**src/hw/rtl/stff_pkg.sv**
```systemverilog
// types and constants shared by the slot table with first-free allocation
`default_nettype none

package stff_pkg;

    // operation codes carried in the func field
    typedef enum logic [2:0] {
        FN_ADD     = 3'd0,
        FN_SWAP    = 3'd1,
        FN_REPLACE = 3'd2,
        FN_REMOVE  = 3'd3,
        FN_CLEAR   = 3'd4,
        FN_CHECK   = 3'd5
    } t_func;

    // result kinds
    localparam logic KIND_CHANGE = 1'b0;
    localparam logic KIND_STATUS = 1'b1;

    // field widths of the channels
    localparam int FUNC_W   = 3;
    localparam int HANDLE_W = 16;
    localparam int INDEX_W  = 4;
    localparam int SLOT_W   = 4;
    localparam int COUNT_W  = 5;

    // sequencer states
    typedef enum logic [11:0] {
        ST_IDLE    = 12'b0000_0000_0001,
        ST_DECODE  = 12'b0000_0000_0010,
        ST_SCAN    = 12'b0000_0000_0100,
        ST_CLEAR   = 12'b0000_0000_1000,
        ST_READ_A  = 12'b0000_0001_0000,
        ST_READ_B  = 12'b0000_0010_0000,
        ST_SWAP_WA = 12'b0000_0100_0000,
        ST_SWAP_WB = 12'b0000_1000_0000,
        ST_REP_WR  = 12'b0001_0000_0000,
        ST_CHG_A   = 12'b0010_0000_0000,
        ST_CHG_B   = 12'b0100_0000_0000,
        ST_STATUS  = 12'b1000_0000_0000
    } t_state;

endpackage

`default_nettype wire

```
**src/hw/rtl/slot_table_first_free_top.sv**
```systemverilog
// slot table with first-free add, swap, replace, remove, clear and check
//
// Items enter on the s_axis channel; each one runs to completion before the
// next is taken (s_axis_tready is high only while the sequencer is idle).
// Results leave on m_axis: zero or more change results (tuser 0), one per
// written slot while notify is on, then one status result (tuser 1, tlast 1).
// The 1-bit notify register is written on the cfg channel, always ready.
// Steps per item: accept (idle) and decode, then
//   add      scan slot by slot up to the first free slot, +1 change
//   swap     read A, read B, write A, write B, +2 changes
//   replace  read A, then write, +1 change
//   remove   +1 change; check and unused codes nothing more
//   clear    visit every slot
// and last the status result. The slot memory has one read and one
// write port; the single scan counter walks the occupancy bits one slot per
// cycle for add and clear, clear stalling while a change waits for output. A
// one-entry output register holds each result; a stalled receiver simply
// holds the sequencer at its next result. Reset empties every slot at once
// through per-slot occupancy bits, zeroes the count and sets notify.
`default_nettype none

module slot_table_first_free_top #(
    parameter int SLOT_COUNT = 16
) (
    input  wire         i_clk,
    input  wire         i_rst_n,
    // func[2:0], item_handle[18:3], first_index[22:19], second_index[26:23]
    input  wire  [31:0] s_axis_tdata,
    input  wire         s_axis_tvalid,
    output logic        s_axis_tready,
    // slot[3:0], handle_out[19:4], ok[20], count[25:21], full_res[26]
    output logic [31:0] m_axis_tdata,
    // kind[0]
    output logic        m_axis_tuser,
    output logic        m_axis_tlast,
    output logic        m_axis_tvalid,
    input  wire         m_axis_tready,
    input  wire         i_cfg_valid,
    output logic        o_cfg_ready,
    input  wire         i_cfg_data
);

    localparam int IW = (SLOT_COUNT > 1) ? $clog2(SLOT_COUNT) : 1;
    localparam int CW = $clog2(SLOT_COUNT + 1);
    localparam logic [IW-1:0] IDX_LAST = IW'(SLOT_COUNT - 1);
    localparam logic [CW-1:0] CNT_FULL = CW'(SLOT_COUNT);

    // latched item
    logic [stff_pkg::FUNC_W-1:0]   r_func;
    logic [stff_pkg::HANDLE_W-1:0] r_h;
    logic [stff_pkg::INDEX_W-1:0]  r_a;
    logic [stff_pkg::INDEX_W-1:0]  r_b;

    stff_pkg::t_state r_state, n_state;
    logic [SLOT_COUNT-1:0] r_occ;
    logic [CW-1:0]         r_cnt, n_cnt;
    logic                  r_notify;
    logic [IW-1:0]         r_idx, n_idx;
    logic                  r_two, n_two;
    logic [IW-1:0]         r_st_slot, n_st_slot;
    logic [15:0]           r_st_h, n_st_h;
    logic                  r_ok, n_ok;
    logic [15:0]           r_ha, n_ha;
    logic [IW-1:0]         r_ca_slot, n_ca_slot, r_cb_slot, n_cb_slot;
    logic [15:0]           r_ca_h, n_ca_h, r_cb_h, n_cb_h;

    // slot memory, valid only where the occupancy bit is set
    logic [15:0]   r_mem [SLOT_COUNT];
    logic [15:0]   r_rd_data;
    logic [IW-1:0] rd_addr;
    logic          mem_we;
    logic [IW-1:0] mem_wa;
    logic [15:0]   mem_wd;

    logic          occ_we;
    logic [IW-1:0] occ_wa;
    logic          occ_wd;

    // output register
    logic        r_out_valid;
    logic        r_out_kind, r_out_ok, r_out_last, r_out_full;
    logic [3:0]  r_out_slot;
    logic [15:0] r_out_h;
    logic [4:0]  r_out_cnt;

    logic        emit;
    logic        e_kind, e_ok, e_last;
    logic [3:0]  e_slot;
    logic [15:0] e_h;

    logic          out_free;
    logic [IW-1:0] ia, ib;
    logic          a_ok, b_ok;
    logic          occ_a, occ_b, occ_i;
    logic          s_accept;

    assign s_accept = s_axis_tvalid && s_axis_tready;
    assign out_free = !r_out_valid || m_axis_tready;
    assign ia       = IW'(r_a);
    assign ib       = IW'(r_b);
    assign a_ok     = 32'(r_a) < SLOT_COUNT;
    assign b_ok     = 32'(r_b) < SLOT_COUNT;
    assign occ_a    = r_occ[ia];
    assign occ_b    = r_occ[ib];
    assign occ_i    = r_occ[r_idx];
    assign rd_addr  = (r_state == stff_pkg::ST_READ_B) ? ib : ia;

    assign s_axis_tready = (r_state == stff_pkg::ST_IDLE);
    assign o_cfg_ready   = 1'b1;

    always_comb begin
        n_state   = r_state;
        n_cnt     = r_cnt;
        n_idx     = r_idx;
        n_two     = r_two;
        n_st_slot = r_st_slot;
        n_st_h    = r_st_h;
        n_ok      = r_ok;
        n_ha      = r_ha;
        n_ca_slot = r_ca_slot;
        n_ca_h    = r_ca_h;
        n_cb_slot = r_cb_slot;
        n_cb_h    = r_cb_h;
        mem_we    = 1'b0;
        mem_wa    = ia;
        mem_wd    = r_h;
        occ_we    = 1'b0;
        occ_wa    = ia;
        occ_wd    = 1'b0;
        emit      = 1'b0;
        e_kind    = stff_pkg::KIND_CHANGE;
        e_slot    = 4'(r_ca_slot);
        e_h       = r_ca_h;
        e_ok      = 1'b0;
        e_last    = 1'b0;

        unique case (r_state)
            stff_pkg::ST_IDLE: begin
                if (s_axis_tvalid) begin
                    n_state = stff_pkg::ST_DECODE;
                end
            end
            stff_pkg::ST_DECODE: begin
                n_st_slot = '0;
                n_st_h    = '0;
                n_ok      = 1'b0;
                n_two     = (r_func == stff_pkg::FN_SWAP);
                n_state   = stff_pkg::ST_STATUS;
                unique case (r_func)
                    stff_pkg::FN_ADD: begin
                        if (r_h != '0 && r_cnt < CNT_FULL) begin
                            n_idx   = '0;
                            n_state = stff_pkg::ST_SCAN;
                        end
                    end
                    stff_pkg::FN_SWAP: begin
                        if (a_ok && b_ok) begin
                            n_state = stff_pkg::ST_READ_A;
                        end
                    end
                    stff_pkg::FN_REPLACE: begin
                        if (a_ok) begin
                            n_state = stff_pkg::ST_READ_A;
                        end
                    end
                    stff_pkg::FN_REMOVE: begin
                        if (a_ok) begin
                            occ_we    = 1'b1;
                            n_cnt     = r_cnt - CW'(occ_a);
                            n_ca_slot = ia;
                            n_ca_h    = '0;
                            n_state   = stff_pkg::ST_CHG_A;
                        end
                    end
                    stff_pkg::FN_CLEAR: begin
                        n_cnt   = '0;
                        n_idx   = '0;
                        n_state = stff_pkg::ST_CLEAR;
                    end
                    stff_pkg::FN_CHECK: begin
                        n_ok = a_ok && occ_a;
                    end
                    default: begin
                        n_state = stff_pkg::ST_STATUS;
                    end
                endcase
            end
            stff_pkg::ST_SCAN: begin
                if (!occ_i) begin
                    mem_we    = 1'b1;
                    mem_wa    = r_idx;
                    occ_we    = 1'b1;
                    occ_wa    = r_idx;
                    occ_wd    = 1'b1;
                    n_cnt     = r_cnt + CW'(1);
                    n_st_slot = r_idx;
                    n_ok      = 1'b1;
                    n_ca_slot = r_idx;
                    n_ca_h    = r_h;
                    n_state   = stff_pkg::ST_CHG_A;
                end else begin
                    n_idx = r_idx + IW'(1);
                end
            end
            stff_pkg::ST_CLEAR: begin
                e_slot = 4'(r_idx);
                e_h    = '0;
                // an occupied slot with notify on waits for the output register
                if (!occ_i || !r_notify || out_free) begin
                    emit   = occ_i && r_notify;
                    occ_we = 1'b1;
                    occ_wa = r_idx;
                    if (r_idx == IDX_LAST) begin
                        n_state = stff_pkg::ST_STATUS;
                    end else begin
                        n_idx = r_idx + IW'(1);
                    end
                end
            end
            stff_pkg::ST_READ_A: begin
                n_state = r_two ? stff_pkg::ST_READ_B : stff_pkg::ST_REP_WR;
            end
            stff_pkg::ST_READ_B: begin
                n_ha    = occ_a ? r_rd_data : '0;
                n_state = stff_pkg::ST_SWAP_WA;
            end
            stff_pkg::ST_SWAP_WA: begin
                mem_we    = 1'b1;
                mem_wd    = occ_b ? r_rd_data : '0;
                occ_we    = 1'b1;
                occ_wd    = occ_b && (r_rd_data != '0);
                n_ca_slot = ia;
                n_ca_h    = occ_b ? r_rd_data : '0;
                n_cb_slot = ib;
                n_cb_h    = r_ha;
                n_state   = stff_pkg::ST_SWAP_WB;
            end
            stff_pkg::ST_SWAP_WB: begin
                mem_we  = 1'b1;
                mem_wa  = ib;
                mem_wd  = r_ha;
                occ_we  = 1'b1;
                occ_wa  = ib;
                occ_wd  = (r_ha != '0);
                n_state = stff_pkg::ST_CHG_A;
            end
            stff_pkg::ST_REP_WR: begin
                n_st_h    = occ_a ? r_rd_data : '0;
                mem_we    = 1'b1;
                occ_we    = 1'b1;
                occ_wd    = (r_h != '0);
                n_cnt     = r_cnt + CW'(r_h != '0) - CW'(occ_a);
                n_ca_slot = ia;
                n_ca_h    = r_h;
                n_state   = stff_pkg::ST_CHG_A;
            end
            stff_pkg::ST_CHG_A: begin
                if (!r_notify || out_free) begin
                    emit    = r_notify;
                    n_state = r_two ? stff_pkg::ST_CHG_B : stff_pkg::ST_STATUS;
                end
            end
            stff_pkg::ST_CHG_B: begin
                e_slot = 4'(r_cb_slot);
                e_h    = r_cb_h;
                if (!r_notify || out_free) begin
                    emit    = r_notify;
                    n_state = stff_pkg::ST_STATUS;
                end
            end
            stff_pkg::ST_STATUS: begin
                e_kind = stff_pkg::KIND_STATUS;
                e_slot = 4'(r_st_slot);
                e_h    = r_st_h;
                e_ok   = r_ok;
                e_last = 1'b1;
                if (out_free) begin
                    emit    = 1'b1;
                    n_state = stff_pkg::ST_IDLE;
                end
            end
            default: begin
                n_state = stff_pkg::ST_IDLE;
            end
        endcase
    end

    always_ff @(posedge i_clk) begin
        if (!i_rst_n) begin
            r_state     <= stff_pkg::ST_IDLE;
            r_occ       <= '0;
            r_cnt       <= '0;
            r_notify    <= 1'b1;
            r_out_valid <= 1'b0;
        end else begin
            r_state <= n_state;
            r_cnt   <= n_cnt;
            if (occ_we) begin
                r_occ[occ_wa] <= occ_wd;
            end
            if (i_cfg_valid && o_cfg_ready) begin
                r_notify <= i_cfg_data;
            end
            if (emit) begin
                r_out_valid <= 1'b1;
            end else if (m_axis_tready) begin
                r_out_valid <= 1'b0;
            end
        end
    end

    always_ff @(posedge i_clk) begin
        if (s_accept) begin
            r_func <= s_axis_tdata[2:0];
            r_h    <= s_axis_tdata[18:3];
            r_a    <= s_axis_tdata[22:19];
            r_b    <= s_axis_tdata[26:23];
        end
        r_idx     <= n_idx;
        r_two     <= n_two;
        r_st_slot <= n_st_slot;
        r_st_h    <= n_st_h;
        r_ok      <= n_ok;
        r_ha      <= n_ha;
        r_ca_slot <= n_ca_slot;
        r_ca_h    <= n_ca_h;
        r_cb_slot <= n_cb_slot;
        r_cb_h    <= n_cb_h;
        if (emit) begin
            r_out_kind <= e_kind;
            r_out_slot <= e_slot;
            r_out_h    <= e_h;
            r_out_ok   <= e_ok;
            r_out_last <= e_last;
            // count and full always reflect the state after the whole item
            r_out_cnt  <= 5'(r_cnt);
            r_out_full <= (r_cnt == CNT_FULL);
        end
    end

    always_ff @(posedge i_clk) begin
        if (mem_we) begin
            r_mem[mem_wa] <= mem_wd;
        end
        r_rd_data <= r_mem[rd_addr];
    end

    assign m_axis_tvalid = r_out_valid;
    assign m_axis_tuser  = r_out_kind;
    assign m_axis_tlast  = r_out_last;
    assign m_axis_tdata  = {5'b0, r_out_full, r_out_cnt, r_out_ok, r_out_h, r_out_slot};

    a_cnt_range: assert property (@(posedge i_clk) disable iff (!i_rst_n)
        r_cnt <= CNT_FULL)
        else $error("occupied count above table size");

    a_cnt_matches_occ: assert property (@(posedge i_clk) disable iff (!i_rst_n)
        (r_state == stff_pkg::ST_IDLE) |-> (r_cnt == CW'($countones(r_occ))))
        else $error("occupied count out of step with occupancy bits");

    a_scan_finds_free: assert property (@(posedge i_clk) disable iff (!i_rst_n)
        (r_state == stff_pkg::ST_SCAN && r_idx == IDX_LAST) |-> !occ_i)
        else $error("add scan reached the end without a free slot");

    a_last_is_status: assert property (@(posedge i_clk) disable iff (!i_rst_n)
        r_out_valid |-> (r_out_last == (r_out_kind == stff_pkg::KIND_STATUS)))
        else $error("last flag and result kind disagree");

    a_status_ends_item: assert property (@(posedge i_clk) disable iff (!i_rst_n)
        (r_state == stff_pkg::ST_STATUS && out_free) |=> (r_state == stff_pkg::ST_IDLE))
        else $error("sequencer did not return to idle after status");

endmodule

`default_nettype wire

```
**config.mk**
```make
export PLATFORM = sky130hd
export DESIGN_NAME = slot_table_first_free_top
export DESIGN_NICKNAME = d
export VERILOG_FILES = /design/src/hw/rtl/stff_pkg.sv /design/src/hw/rtl/slot_table_first_free_top.sv
export SDC_FILE = /design/constraint.sdc
export NUM_CORES = 1
export LEC_CHECK = 0
export ABC_CLOCK_PERIOD_IN_PS = 4800
export BUFFER_PORTS_ARGS = -buffer_cell sky130_fd_sc_hd__buf_2
export CAP_MARGIN = 20
export CORE_ASPECT_RATIO = 0.9
export CORE_MARGIN = 3
export CORE_UTILIZATION = 50
export DETAILED_ROUTE_END_ITERATION = 10
export HOLD_SLACK_MARGIN = 0.06
export PLACE_DENSITY = 0.67
export SLEW_MARGIN = 5
export SYNTH_ARGS = -nofsm -noshare
export SYNTH_HDL_FRONTEND = slang
export SYNTH_SLANG_ARGS = --single-unit
```
**constraint.sdc**
```tcl
create_clock -name i_clk -period 4.8 [get_ports i_clk]
set_input_delay 1.44 -clock i_clk [delete_from_list [all_inputs] [get_ports i_clk]]
set_output_delay 1.44 -clock i_clk [all_outputs]
set_load 0.03 [all_outputs]
```
==> flow_summary.ini <==
[layout]
util_after_layout_pct = 57.10
flow.area_growth_from_synthesis_pct = 12.07
nets = 1574
fraction_of_layout_instances_using_a_drive_strength_above_1_pct = 13.23
n_fill_cell = 3010
antennaDiodeCount = 0

[worst_setup_path]
rr_endpoint = r_cnt[4]$_SDFFE_PN0P_
setup.reg_to_reg.worst_slack_ps = 620
timing_worst_setup_path_type = reg2reg
setup.worst_path.start_class = register
worstPathArrival_ps = 4630
rr_startpoint = ia[0]$_DFFE_PP_
worst-endpoint-required_ps = 5260
critical_path.top_delay_family = multiplexers
cp_cell_sequence = mux4_2 > mux4_2 > ha_1 > inv_1 > ha_1 > inv_1 > fa_1 > nor2_1 > nor2_1 > nor2_1 > nor2_1 > xnor2_1 > a2111oi_0 > nor2b_1 > o21a_1
cp_slowest_stage_delay_ps = 750
reg2reg_depth = 15
cp_num_buf_inv = 2
critical-path-top-cell-by-count = sky130_fd_sc_hd__nor2_1
cp-end-kind = register
critical_path_s_slowest_cell = sky130_fd_sc_hd__edfxtp_1
crit_path_max_fo = 13

[die]
die_h_um = 191.4
area_of_the_core_mm2 = 0.03747
dieArea_mm2 = 0.04057
dieWidth_um = 212.0
num_rows = 67
floorplan.io_pins = 75
initial_core_util_pct = 50.95

[yosys]
post_synth_most_frequent_cells = sky130_fd_sc_hd__edfxtp_1 (393), sky130_fd_sc_hd__nand2_1 (272), sky130_fd_sc_hd__nor2_1 (63), sky130_fd_sc_hd__mux2i_1 (60), sky130_fd_sc_hd__and2_1 (57)
synth.ff_latch_count = 444
mean_cell_area_of_the_mapped_netlist_um2 = 13.08
yosysTopAreaCellShare_pct = 61.81
synth_flop_cell = sky130_fd_sc_hd__edfxtp_1
synth_edf_count = 393
postSynthCellCount = 1460
netlist-cell-type-count = 78
synth-async-reset-ratio_pct = 0
synthesis.area_mm2 = 0.01909
synth.area.top_cells = sky130_fd_sc_hd__edfxtp_1 (62%), sky130_fd_sc_hd__dfxtp_1 (5.3%), sky130_fd_sc_hd__nand2_1 (5.3%)
synthMostInstantiatedCell = sky130_fd_sc_hd__edfxtp_1
synth.largest_area_cell = sky130_fd_sc_hd__edfxtp_1
synth-seq-area-share_pct = 67.16
yosysWarnings = 0

[timing]
slew_violations = 0
unrepaired_setup_endpoints_after_global_routing = no
min_period_ps = 4175
finalHoldViolCount = 0
timing.setup.tns_ps = 0
tightest_slew_ps = 1024
timing.max_slew.rel_slack_pct = 31.64
setup-violations-final = 0
finalClockSkew_ps = 18.72
layout_worst_path_cycle_share_pct = 86.98
maxClockFrequency_mhz = 239.5

[clocking]
worst_setup_hold_path_clk_slew_ps = 60
total_number_of_clock_tree_sinks = 444
cts_tree = done
root_buffer = sky130_fd_sc_hd__clkbuf_16
cts_max_path_buffers = 3
post-cts-setup-buffer-count = 0
cts-hold-fix-buffers = 0
post_cts_resize_count = 0
cts_made_buffers = 46
clock_latency_ps = 560
cts_max_level = 2

[pwr]
p_leak_nw = 7.623
totalPowerFinal_mw = 9.907
vdd_drop_max_mv = 0.2855
cell_area_power_density_mw_per_mm2 = 463.0

[route]
ant_nets = 0
drc_errors = 0
drt-wirelength-per-cell_um = 22.16
detailedRoute.firstPassIterationCount = 5
overall_via_count_from_detail_route = 12285
final_wirelength_mm = 45.20
vias_per_cell = 6.022
drt_iter0_drc = 1211

[status]
outcome = finished clean

[global_route]
grt_start_max_net_pins = 129
antenna_found_initial = 0
first_global_vias = 11775
global_route.overflow_total = 0
grt_usage_pct = 22.20
grt_pass1_wl_mm = 69.34

[place]
port_buffers = 63
place.gp.congestion = 0.8747
place.detailed.hpwl_mm = 28.55

[run]
max_cap_viol_count = 0

[min_path]
hold_path.class = reg2reg
worst_hold_path.endpoint = r_cb_h[3]$_DFFE_PP_
hold-path-cell-count = 0
worst_hold_startpoint = r_ha[3]$_DFFE_PN_
==> per-layer routing <==
metal	up-vias	wire (µm)	track usage (%)
met2	554	20490	34.01
met4	0	971	6.258
met5	-	0	0
met1	6027	19890	32.68
met3	79	3843	4.152
li1	5625	-	-
==> worst reg2reg max path: stages, from the launching register on <==
cell                        delay [ps]
sky130_fd_sc_hd__edfxtp_1          750
sky130_fd_sc_hd__mux4_2            590
sky130_fd_sc_hd__mux4_2            590
sky130_fd_sc_hd__ha_1              320
sky130_fd_sc_hd__inv_1              60
sky130_fd_sc_hd__ha_1              160
sky130_fd_sc_hd__inv_1              60
sky130_fd_sc_hd__fa_1              400
sky130_fd_sc_hd__nor2_1            120
sky130_fd_sc_hd__nor2_1             50
sky130_fd_sc_hd__nor2_1             90
sky130_fd_sc_hd__nor2_1             60
sky130_fd_sc_hd__xnor2_1           140
sky130_fd_sc_hd__a2111oi_0         440
sky130_fd_sc_hd__nor2b_1            90
sky130_fd_sc_hd__o21a_1            170
==> report_power, final <==
part           internal [mW]  switching, mW
Clock                   2.05           1.41
Combinational          0.512           1.09
Sequential              4.58          0.260
Total                   7.15           2.76
==> through the flow <==
step	cell area [µm²]	hold slack (ps)	std cells	setup slack, ps
floorplan	19110	420.6	1464	916.4
global placement	19910	462.7	1953	692.1
detailed placement	19910	466.0	1953	611.0
CTS	21390	480.1	2039	615.7
global route	21400	499.2	2040	382.0
finish	21400	478.2	2040	624.8
==> cell type report <==
type / instances / area [µm²] / area share (%)
clock buffer: 72 / 1320 / 6.169
clock inverter: 14 / 160.2 / 0.7485
inverter: 22 / 82.58 / 0.3859
multi-input combinational: 902 / 5768 / 26.96
sequential: 444 / 12820 / 59.92
tap: 483 / 604.3 / 2.824
timing repair buffer: 103 / 640.6 / 2.994
==> cell usage in the layout, fill, tap and decap left out, types with 32 or more instances in the layout <==
cell / netlist / layout
sky130_fd_sc_hd__dfxtp_1: 51 / 51
sky130_fd_sc_hd__and3_1: 41 / 41
sky130_fd_sc_hd__buf_2: 26 / 63
sky130_fd_sc_hd__a211oi_1: 35 / 35
sky130_fd_sc_hd__clkbuf_16: 0 / 47
sky130_fd_sc_hd__nand2_1: 272 / 272
sky130_fd_sc_hd__edfxtp_1: 393 / 393
sky130_fd_sc_hd__a22oi_1: 37 / 37
sky130_fd_sc_hd__and2_1: 57 / 57
sky130_fd_sc_hd__nor2_1: 63 / 63
sky130_fd_sc_hd__mux2i_1: 60 / 58
sky130_fd_sc_hd__a32oi_1: 32 / 32
sky130_fd_sc_hd__a31oi_1: 35 / 35
sky130_fd_sc_hd__buf_4: 13 / 38
==> registers in the layout, summed over array words and instances (netlist names), 3 cells and up <==
name and flops:
ib 4, r_cb_slot 4, r_out_slot 4, r_cnt 5
r_out_cnt 5, r_out_h 16, r_func 3, r_st_h 16
r_h 16, r_cb_h 16, r_rd_data 16, r_ha 16
ia 4, r_ca_h 16, r_mem 256, r_occ 16
r_state 12, r_st_slot 4, r_idx 4, r_ca_slot 4
==> kinds of logic (layout without fill, tap and decap cells) <==
group           Yosys count  in the layout  synth area share [%]
other cells               2              6               0.03933
simple gates            547            547                 13.69
compound gates          242            242                 9.594
fa+ha+maj                17             17                 1.153
buf+inv                 118            211                 2.864
mux                      81             81                 5.092
flops                   444            444                 67.16
xor+xnor                  9              9                0.4129
==> how the worst max path moves through the flow <==
stage                          startpoint                     to  slack (ps)  cells past startpoint
after floorplan           ia[0]$_DFFE_PP_  r_cnt[4]$_SDFFE_PN0P_         920                     17
after global placement    ia[0]$_DFFE_PP_  r_cnt[4]$_SDFFE_PN0P_         690                     15
after detailed placement  ia[0]$_DFFE_PP_  r_cnt[4]$_SDFFE_PN0P_         610                     15
after CTS                 ia[0]$_DFFE_PP_  r_cnt[4]$_SDFFE_PN0P_         620                     15
after global routing      ia[0]$_DFFE_PP_  r_cnt[4]$_SDFFE_PN0P_         380                     15
final                     ia[0]$_DFFE_PP_  r_cnt[4]$_SDFFE_PN0P_         620                     15
No activity file was read; power rests on OpenSTA's default activity.
